$ cat config.mk
export PLATFORM = sky130hd
export DESIGN_NAME = seconds_count_to_clock_calendar_core
export DESIGN_NICKNAME = d
export VERILOG_FILES = /design/src/hdl/scc_pkg.sv /design/src/hdl/seconds_count_to_clock_calendar_core.sv
export SDC_FILE = /design/constraint.sdc
export NUM_CORES = 1
export LEC_CHECK = 0
export BUFFER_PORTS_ARGS = -buffer_cell sky130_fd_sc_hd__buf_2
export CAP_MARGIN = 15
export CORE_MARGIN = 2
export CORE_UTILIZATION = 57
export CTS_CLUSTER_SIZE = 14
export DETAILED_ROUTE_END_ITERATION = 10
export GPL_TIMING_DRIVEN = 0
export PLACE_DENSITY = 0.74
export SYNTH_ARGS = -nofsm -noshare
export SYNTH_HDL_FRONTEND = slang
export SYNTH_SLANG_ARGS = --single-unit
$ cat constraint.sdc
create_clock -name i_clk -period 6.7 [get_ports i_clk]
set_input_delay 0.67 -clock i_clk [delete_from_list [all_inputs] [get_ports i_clk]]
set_output_delay 0.67 -clock i_clk [all_outputs]
set_load 0.02 [all_outputs]
$ cat src/hdl/scc_pkg.sv
// ----------------------------------------------------------------------------
// scc_pkg
// Constants, types and calendar helpers for the seconds-to-calendar core.
// ----------------------------------------------------------------------------
package scc_pkg;

    localparam int unsigned NUM_STG = 7;

    localparam logic [1:0] CFG_START_DAY   = 2'd0;
    localparam logic [1:0] CFG_START_MONTH = 2'd1;
    localparam logic [1:0] CFG_START_YEAR  = 2'd2;

    localparam logic [4:0] RST_DAY   = 5'd1;
    localparam logic [3:0] RST_MONTH = 4'd1;
    localparam logic [6:0] RST_YEAR  = 7'd0;

    localparam logic [3:0] MONTH_JAN = 4'd1;
    localparam logic [3:0] MONTH_FEB = 4'd2;
    localparam logic [3:0] MONTH_DEC = 4'd12;
    localparam logic [6:0] YEAR_LAST = 7'd99;

    // 86400 = 128 * 675; count >> 7 divided by 675 via reciprocal 2^35 / 675
    localparam logic [25:0] DAY_RECIP  = 26'd50903316;
    localparam int unsigned DAY_SHIFT  = 35;
    localparam logic [9:0]  DAY_ODD    = 10'd675;
    // hour: tod * 37283 >> 27, exact for tod < 86400
    localparam logic [15:0] HOUR_RECIP = 16'd37283;
    localparam logic [11:0] SECS_HOUR  = 12'd3600;
    // minute: within * 4370 >> 18, exact for within < 3600
    localparam logic [12:0] MIN_RECIP  = 13'd4370;
    localparam logic [5:0]  SECS_MIN   = 6'd60;
    localparam logic [16:0] SECS_DAY   = 17'd86400;

    typedef struct packed {
        logic [4:0] day;
        logic [3:0] month;
        logic [6:0] year;
    } t_date;

    function automatic logic [4:0] month_len(input logic [3:0] month);
        logic [4:0] len;
        unique case (month)
            4'd1, 4'd3, 4'd5, 4'd7, 4'd8, 4'd10, 4'd12: len = 5'd31;
            MONTH_FEB:                                 len = 5'd28;
            default:                                   len = 5'd30;
        endcase
        return len;
    endfunction

    function automatic t_date next_date(input t_date cur);
        t_date nxt;
        nxt = cur;
        if (cur.day < month_len(cur.month)) begin
            nxt.day = cur.day + 5'd1;
        end else begin
            nxt.day = 5'd1;
            if (cur.month == MONTH_DEC) begin
                nxt.month = MONTH_JAN;
                nxt.year  = (cur.year >= YEAR_LAST) ? 7'd0 : cur.year + 7'd1;
            end else if (cur.month > MONTH_DEC) begin
                nxt.month = MONTH_JAN;
            end else begin
                nxt.month = cur.month + 4'd1;
            end
        end
        return nxt;
    endfunction

endpackage

$ cat src/hdl/seconds_count_to_clock_calendar_core.sv
// ----------------------------------------------------------------------------
// seconds_count_to_clock_calendar_core
// Stage registers, from sample to result, carry each accepted word to o_valid.
// Throughput: one word per cycle; each stage holds one word and empty stages
// close up while the output is stalled, so the input stalls only when full.
// Reset (synchronous, active low): clears all stage valid bits and loads the
// date 01/01/00; configuration writes preset the date directly.
// ----------------------------------------------------------------------------
// Splits a 32-bit seconds count into hours, minutes and seconds and advances
// a day/month/year calendar on midnight samples that meet no config write.
// ----------------------------------------------------------------------------
module seconds_count_to_clock_calendar_core (
    input  logic        i_clk,
    input  logic        i_rst_n,
    input  logic        i_valid,
    output logic        o_stall,
    input  logic [31:0] i_seconds_count,
    output logic        o_valid,
    input  logic        i_stall,
    output logic [4:0]  o_hours,
    output logic [5:0]  o_minutes,
    output logic [5:0]  o_seconds,
    output logic [4:0]  o_day_of_month,
    output logic [3:0]  o_month_number,
    output logic [6:0]  o_year_two_digit,
    input  logic        i_cfg_we,
    input  logic [1:0]  i_cfg_idx,
    input  logic [6:0]  i_cfg_data
);

    localparam int unsigned NS = scc_pkg::NUM_STG;

    logic [NS:1]   r_vld;
    logic [NS+1:1] rdy;

    // stage 1: sample
    logic [31:0] r1_count;
    // stage 2: reciprocal product for the day split
    logic [50:0] r2_prod;
    logic [24:0] r2_x;
    logic [6:0]  r2_low;
    // stage 3: time of day
    logic [16:0] r3_tod;
    // stage 4: hour
    logic [16:0] r4_tod;
    logic [4:0]  r4_h;
    scc_pkg::t_date r4_date;
    // stage 5: seconds within hour
    logic [11:0] r5_within;
    logic [4:0]  r5_h;
    scc_pkg::t_date r5_date;
    // stage 6: minute
    logic [11:0] r6_within;
    logic [5:0]  r6_m;
    logic [4:0]  r6_h;
    scc_pkg::t_date r6_date;
    // stage 7: result
    logic [4:0]  r7_h;
    logic [5:0]  r7_m;
    logic [5:0]  r7_s;
    scc_pkg::t_date r7_date;

    scc_pkg::t_date r_date;
    scc_pkg::t_date n_date;

    logic [50:0] n2_prod;
    logic [15:0] q_est;
    logic [24:0] rem_raw;
    logic [10:0] rem_low;
    logic [9:0]  rem_fix;
    logic [16:0] n3_tod;
    logic [32:0] hour_prod;
    logic [16:0] hour_secs;
    logic [16:0] within_full;
    logic [24:0] min_prod;
    logic [11:0] min_secs;
    logic [11:0] sec_full;
    logic        midnight;

    always_comb begin
        rdy[NS+1] = ~i_stall;
        for (int k = NS; k >= 1; k--) begin
            rdy[k] = ~r_vld[k] | rdy[k+1];
        end
    end

    assign o_stall = ~rdy[1];

    always_ff @(posedge i_clk) begin
        if (!i_rst_n) begin
            r_vld <= '0;
        end else begin
            if (rdy[1]) begin
                r_vld[1] <= i_valid;
            end
            for (int k = 2; k <= NS; k++) begin
                if (rdy[k]) begin
                    r_vld[k] <= r_vld[k-1];
                end
            end
        end
    end

    // day split: x = count / 128, remainder of x by 675
    assign n2_prod = 51'(r1_count[31:7]) * 51'(scc_pkg::DAY_RECIP);
    assign q_est   = r2_prod[scc_pkg::DAY_SHIFT +: 16];
    assign rem_raw = r2_x - 25'(q_est) * 25'(scc_pkg::DAY_ODD);
    assign rem_low = rem_raw[10:0];
    assign rem_fix = (rem_low >= 11'(scc_pkg::DAY_ODD))
                   ? 10'(rem_low - 11'(scc_pkg::DAY_ODD)) : rem_low[9:0];
    assign n3_tod  = {rem_fix, r2_low};

    assign hour_prod   = 33'(r3_tod) * 33'(scc_pkg::HOUR_RECIP);
    assign hour_secs   = 17'(r4_h) * 17'(scc_pkg::SECS_HOUR);
    assign within_full = r4_tod - hour_secs;
    assign min_prod    = 25'(r5_within) * 25'(scc_pkg::MIN_RECIP);
    assign min_secs    = 12'(r6_m) * 12'(scc_pkg::SECS_MIN);
    assign sec_full    = r6_within - min_secs;

    assign midnight = r_vld[3] && rdy[4] && (r3_tod == 17'd0);

    always_comb begin
        n_date = r_date;
        if (i_cfg_we) begin
            unique case (i_cfg_idx)
                scc_pkg::CFG_START_DAY:   n_date.day   = i_cfg_data[4:0];
                scc_pkg::CFG_START_MONTH: n_date.month = i_cfg_data[3:0];
                scc_pkg::CFG_START_YEAR:  n_date.year  = i_cfg_data;
                default:                  n_date       = r_date;
            endcase
        end else if (midnight) begin
            n_date = scc_pkg::next_date(r_date);
        end
    end

    always_ff @(posedge i_clk) begin
        if (!i_rst_n) begin
            r_date.day   <= scc_pkg::RST_DAY;
            r_date.month <= scc_pkg::RST_MONTH;
            r_date.year  <= scc_pkg::RST_YEAR;
        end else begin
            r_date <= n_date;
        end
    end

    always_ff @(posedge i_clk) begin
        if (rdy[1]) begin
            r1_count <= i_seconds_count;
        end
        if (rdy[2]) begin
            r2_prod <= n2_prod;
            r2_x    <= r1_count[31:7];
            r2_low  <= r1_count[6:0];
        end
        if (rdy[3]) begin
            r3_tod <= n3_tod;
        end
        if (rdy[4]) begin
            r4_tod  <= r3_tod;
            r4_h    <= hour_prod[31:27];
            r4_date <= n_date;
        end
        if (rdy[5]) begin
            r5_within <= within_full[11:0];
            r5_h      <= r4_h;
            r5_date   <= r4_date;
        end
        if (rdy[6]) begin
            r6_within <= r5_within;
            r6_m      <= min_prod[23:18];
            r6_h      <= r5_h;
            r6_date   <= r5_date;
        end
        if (rdy[7]) begin
            r7_h    <= r6_h;
            r7_m    <= r6_m;
            r7_s    <= sec_full[5:0];
            r7_date <= r6_date;
        end
    end

    assign o_valid          = r_vld[NS];
    assign o_hours          = r7_h;
    assign o_minutes        = r7_m;
    assign o_seconds        = r7_s;
    assign o_day_of_month   = r7_date.day;
    assign o_month_number   = r7_date.month;
    assign o_year_two_digit = r7_date.year;

    a_tod_range: assert property (@(posedge i_clk) disable iff (!i_rst_n)
        r_vld[3] |-> (r3_tod < scc_pkg::SECS_DAY))
        else $error("time of day out of range");

    a_hour_range: assert property (@(posedge i_clk) disable iff (!i_rst_n)
        r_vld[4] |-> (r4_h <= 5'd23))
        else $error("hour out of range");

    a_out_range: assert property (@(posedge i_clk) disable iff (!i_rst_n)
        o_valid |-> (o_minutes < scc_pkg::SECS_MIN && o_seconds < scc_pkg::SECS_MIN))
        else $error("minute or second out of range");

    a_midnight_moves: assert property (@(posedge i_clk) disable iff (!i_rst_n)
        (midnight && !i_cfg_we) |=> (r_date != $past(r_date)))
        else $error("midnight sample left the date unchanged");

    a_date_holds: assert property (@(posedge i_clk) disable iff (!i_rst_n)
        (!midnight && !i_cfg_we) |=> $stable(r_date))
        else $error("date changed without midnight or write");

endmodule

Word-level counts from Yosys, hierarchy flattened
Memory sizes are Yosys's and may differ from the RTL's. A register that Yosys moved wholly into a read port is not among the register bits.
Index checks and enable logic that the tools add are counted.
{"block": "totals", "out_inout_bits": 35, "reg_bits": 271, "elab_cells": 93, "n_memories": 1, "romBits": 32, "in_bits": 46}
{"name": "(no name shown)", "words": 16, "width": 2, "read_ports": 1, "rd_clocked_by_memory_dff": 1, "wr": 0, "line_no": "scc_pkg.sv:42", "text": "unique case (month)"}
{"block": "op_classes", "n_reduce_logical": 4, "n_lt_le_gt_ge": 4, "mul": 6, "n_addsub": 7, "n_eq_ne": 3, "mux": 15, "bitwise": 16}
{"cell": "$mul 25x24->49 const B", "count": 1}
{"cell": "$mul 17x16->32 const B", "count": 1}
{"cell": "$mux 16", "count": 2}
{"cell": "$mul 12x12->23 const B", "count": 1}
{"cell": "$mux 7", "count": 3}
{"cell": "$mux 5", "count": 4}
{"cell": "$logic_not 17->1", "count": 1}
{"cell": "$mul 16x10->11 const B", "count": 1}
{"cell": "$mux 4", "count": 4}
{"cell": "$sub 12x12->12", "count": 1}
{"cell": "$ge 11x10->1 const B", "count": 1}
{"cell": "$mux 11", "count": 1}
{"cell": "$sub 11x11->11", "count": 1}
{"cell": "$mux 10", "count": 1}
{"cell": "$sub 10x10->10 const B", "count": 1}
{"cell": "$not 1->1", "count": 9}
{"cell": "$mul 5x8->8 const B", "count": 1}
{"cell": "$add 7x1->7 const B", "count": 1}
{"cell": "$ge 7x7->1 const B", "count": 1}
{"cell": "$or 1x1->1", "count": 7}
{"cell": "$mul 6x4->4 const B", "count": 1}
{"cell": "$sub 6x6->6", "count": 1}
{"cell": "$add 5x1->5 const B", "count": 1}
{"cell": "$lt 5x5->1", "count": 1}
{"cell": "7 further kinds", "count": 8}

Depth between registers and ports, before layout
{"block": "logic_depth", "ltp_word": 14, "mapped_depth": 20, "ltp_nobuf": 20}

Worst setup path before layout
Ideal clock, no wire load.
{"block": "synth_path", "path_kind": "reg2reg", "start": "register r1_count[19]", "end": "register r2_prod[41], data pin", "arrival_ns": 5.563, "setup_slack_ns": 0.878, "path_stages_with_launch": 21, "cell_sequence": "edfxtp_1 > fa_1 > ha_1 > inv_1 > fa_1 > fa_1 > inv_1 > fa_1 > fa_1 > inv_1 > fa_1 > inv_1 > ha_1 > nand3_1 > nor2_1 > o2111ai_1 > a211oi_1 > nor3b_1 > o21ai_0 > a21oi_1 > xnor2_1"}
{"block": "synth_between", "elab_chain_len": 1}
{"element": "from (decl)", "line_no": "seconds_count_to_clock_calendar_core.sv:37", "text": "logic [31:0] r1_count;"}
{"element": "from (signal assigned)", "line_no": "seconds_count_to_clock_calendar_core.sv:148", "text": "r1_count <= i_seconds_count;"}
{"element": "$mul 25x24->49", "line_no": "seconds_count_to_clock_calendar_core.sv:105", "text": "assign n2_prod = 51'(r1_count[31:7]) * 51'(scc_pkg::DAY_RECIP);"}
{"element": "net n2_prod[41]", "line_no": "seconds_count_to_clock_calendar_core.sv:66", "text": "logic [50:0] n2_prod;"}
{"element": "to (signal assigned)", "line_no": "seconds_count_to_clock_calendar_core.sv:151", "text": "r2_prod <= n2_prod;"}
{"element": "to (decl)", "line_no": "seconds_count_to_clock_calendar_core.sv:39", "text": "logic [50:0] r2_prod;"}
The timed path passes the listed nets, and every way through them passes these cells.
A chain may end at the register's enable or synchronous reset.

Worst setup path in the final report
{"block": "layout_path", "start": "register r1_count[12]", "end": "register r2_prod[41], data pin"}
The elaborated chain is that of the path after synthesis.

==> run summary <==
status: finished, final reports clean
Remaining DRCs: 0
die area: 42,500 um2
H-tree levels: 1
register area: 6810 um2
final hold vios: 0
routability cong.: 0.878
worst setup path class: register to register
Slew @ Worst Pin: 833 ps
Seq/Total Area, Yosys: 29.2%
Mapped Area: 23,300 um2
Layout area overhead: 10.5%
layout net count: 2,978
crit path launch: r1_count[12]
Post-DP HPWL: 36,200 um
Largest stage delay, worst path: 670 ps
routed wire length per instance: 16.5 um
Post-Syn Nets: 2,819
Post-synth EDFFs: 210
crit path DAT: 6610 ps
Routed Antenna Nets: 0
Rows: 74
Hold Crit Class: input pin to register
Gate Count Post-Synth: 2,002
Root Buffer: clkbuf_16
RSZ-0062 raised after global routing: no
grt met2 use: 41.2%
CTS tree: built
Top Usage Layer GRT: met2
Tcrit/Tclk final: 94.4%
initial drt markers: 399
Clock Sinks: 235
total grt overflow: 0
Num CTS Buffers: 27
most common cell after layout, fill and taps aside: ha_1
filler cell count in the final layout: 3,120
drt first pass iters: 5
global-route wire length before repair: 73,300 um
Simple-Gate Fraction of Synth Area: 4.72%
r2r setup slk: 380 ps
vias: 14,400
endpoints failing setup: 0
Worst slew margin: 44.3%
combinational family with the most area after synthesis: adder cells
met1 Resource Use GR: 26.3%
reg2reg end: r2_prod[41]
largest net degree at the start of global routing: 24
Top delay family on crit path: adder cells
clk_lat worst skew: 560 ps
post-layout min period: 6320 ps
total core area: 40,600 um2
post-synthesis xor/xnor area fraction: 2.63%
crit-path max FO: 11
Worst-path clk slew: 60 ps
Buf/Inv on CP: 4
critical path capture point type: register
mux contribution to synthesized area: 0.634%
ant diodes: 0
CP cell instances: fa_1 > ha_1 > inv_1 > fa_1 > fa_1 > inv_1 > ha_1 > fa_1 > inv_1 > fa_1 > inv_1 > ha_1 > a2111oi_0 > a211oi_2 > nor3b_1 > o21ai_0 > a21oi_1 > xnor2_1
grt met3 use: 2.71%
Levels on crit path: 18
synthesized area per cell: 11.6 um2
WL final: 44,900 um
r2r startpoint: r1_count[12]
total track usage: 21.9%
maxcap violations: 0
Multi-input gate area: 14,600 um2
initial antenna violation count: 0
vias in the first global route: 15,300
adder-cell share of the synthesized area: 49.0%
initial core utilization: 57.4%
cell mode on critical path: fa_1
die span in y: 206 um
Final Core Density: 63.5%
asr flop ratio synth: 0%
Setup TNS Final: 0 ps
Hold WS: 297 ps
commonest non-fill, non-tap cells in the layout: 536 x ha_1, 489 x inv_1, 235 x fa_1
Syn. warnings: 0
worst clock skew: 21.3 ps
Compound-Gate Fraction of Synth Area: 5.66%
I/O Buffers: 80
CTS Hold Bufs: 0
Slowest-stage cell, CP: edfxtp_1
die width: 206 um
#FFs+latches synth: 235
I/O pins: 81
Top FF cell, synth: edfxtp_1
Reg2Reg Depth: 18
Critical Path Start Type: register
vias per cell: 5.31
synth unique cells: 68
Bufs on Longest Clock Path: 3
crit path to: r2_prod[41]
share of layout cells above drive strength 1: 9.12%
Final Max Slew Viols: 0
WP data required: 6990 ps
fmax: 0.158 GHz
==> worst reg2reg max path, delay by kind of cell, from the launching register on <==
kind                       cells  cell delay (ps)
AOI/OAI and AO/OA              4             1210
xor gates and xnor gates       1               80
adders and majority gates      8             3520
buffers and inverters          4              180
DFF                            1              670
and+or+nand+nor                1              390
==> cells in the mapped netlist, types with 7 or more instances <==
cell type,count,area share [%]
a211oi_1,9,0.29
a21o_1,16,0.52
a21oi_1,54,1.2
a31oi_1,7,0.19
and2_1,18,0.48
dfxtp_1,25,2.1
edfxtp_1,210,27
fa_1,235,20
ha_1,536,29
inv_1,489,7.9
mux2i_1,11,0.47
nand2_1,44,0.71
nand2b_1,10,0.27
nand3_1,22,0.47
nand4_1,18,0.48
nor2_1,44,0.71
nor3_1,25,0.54
o211ai_1,7,0.23
o21a_1,8,0.26
o21ai_0,40,0.86
o22ai_1,8,0.21
xnor2_1,50,1.9
xor2_1,18,0.68
==> worst min-delay path by stage <==
stage,from,end,slack (ps),depth (start not counted)
after floorplan,r6_date[11],o_day_of_month[0],400,0
after global placement,r5_date[3],r6_date[3],400,0
after detailed placement,r6_date[4],o_year_two_digit[4],400,0
after CTS,i_seconds_count[21],r1_count[21],270,1
after global routing,i_seconds_count[19],r1_count[19],270,1
final,i_seconds_count[23],r1_count[23],300,1
==> sequential cells by signal, summed over array words and instances, names as in the netlist, 11 cells and up, named ones only <==
register   count
r2_x          11
r3_tod        17
r4_tod        12
r5_within     12
r4_date       16
r_date        16
r6_date       16
r1_count      32
r2_prod       11
r5_date       16
==> layer usage <==
metal | vias up | routed length (um)
li1 | 7057 | -
met2 | 211 | 23500
met5 | - | 0
met1 | 7065 | 18700
met3 | 65 | 1520
met4 | 0 | 1100
==> through the flow <==
step | worst slack (ps) | cell area [um2] | cells
4_1_cts | 66.1 | 25400 | 2671
3_5_place_dp | 74.5 | 24500 | 2621
3_3_place_gp | 155 | 24400 | 2614
5_1_grt | 40.0 | 25700 | 2714
6_report | 377 | 25700 | 2714
2_1_floorplan | 878 | 23300 | 2002
==> cell type report <==
type / count / share of cell area, %
clock inverters: 19 / 0.710
plain buffers: 11 / 0.228
clock buffers: 31 / 2.76
multi-input cells: 1267 / 56.7
flip-flops and latches: 235 / 26.4
repair buffers: 130 / 3.46
well taps: 532 / 2.59
inverters: 489 / 7.13
==> logic make-up after synthesis <==
group / count (synthesis)
compound gates: 200
xor+xnor: 69
fa+ha+maj: 771
buf+inv: 500
flops: 235
mux: 14
simple gates: 213
==> what timing repair did <==
item                                    in CTS  in global routing
setup buffers                                0                 43
endpoints found under the setup margin       0                  5
resized for setup                            0                  1
Power is not shown: default switching activity piles up to over one toggle a cycle in this logic, so the estimate is an artifact.
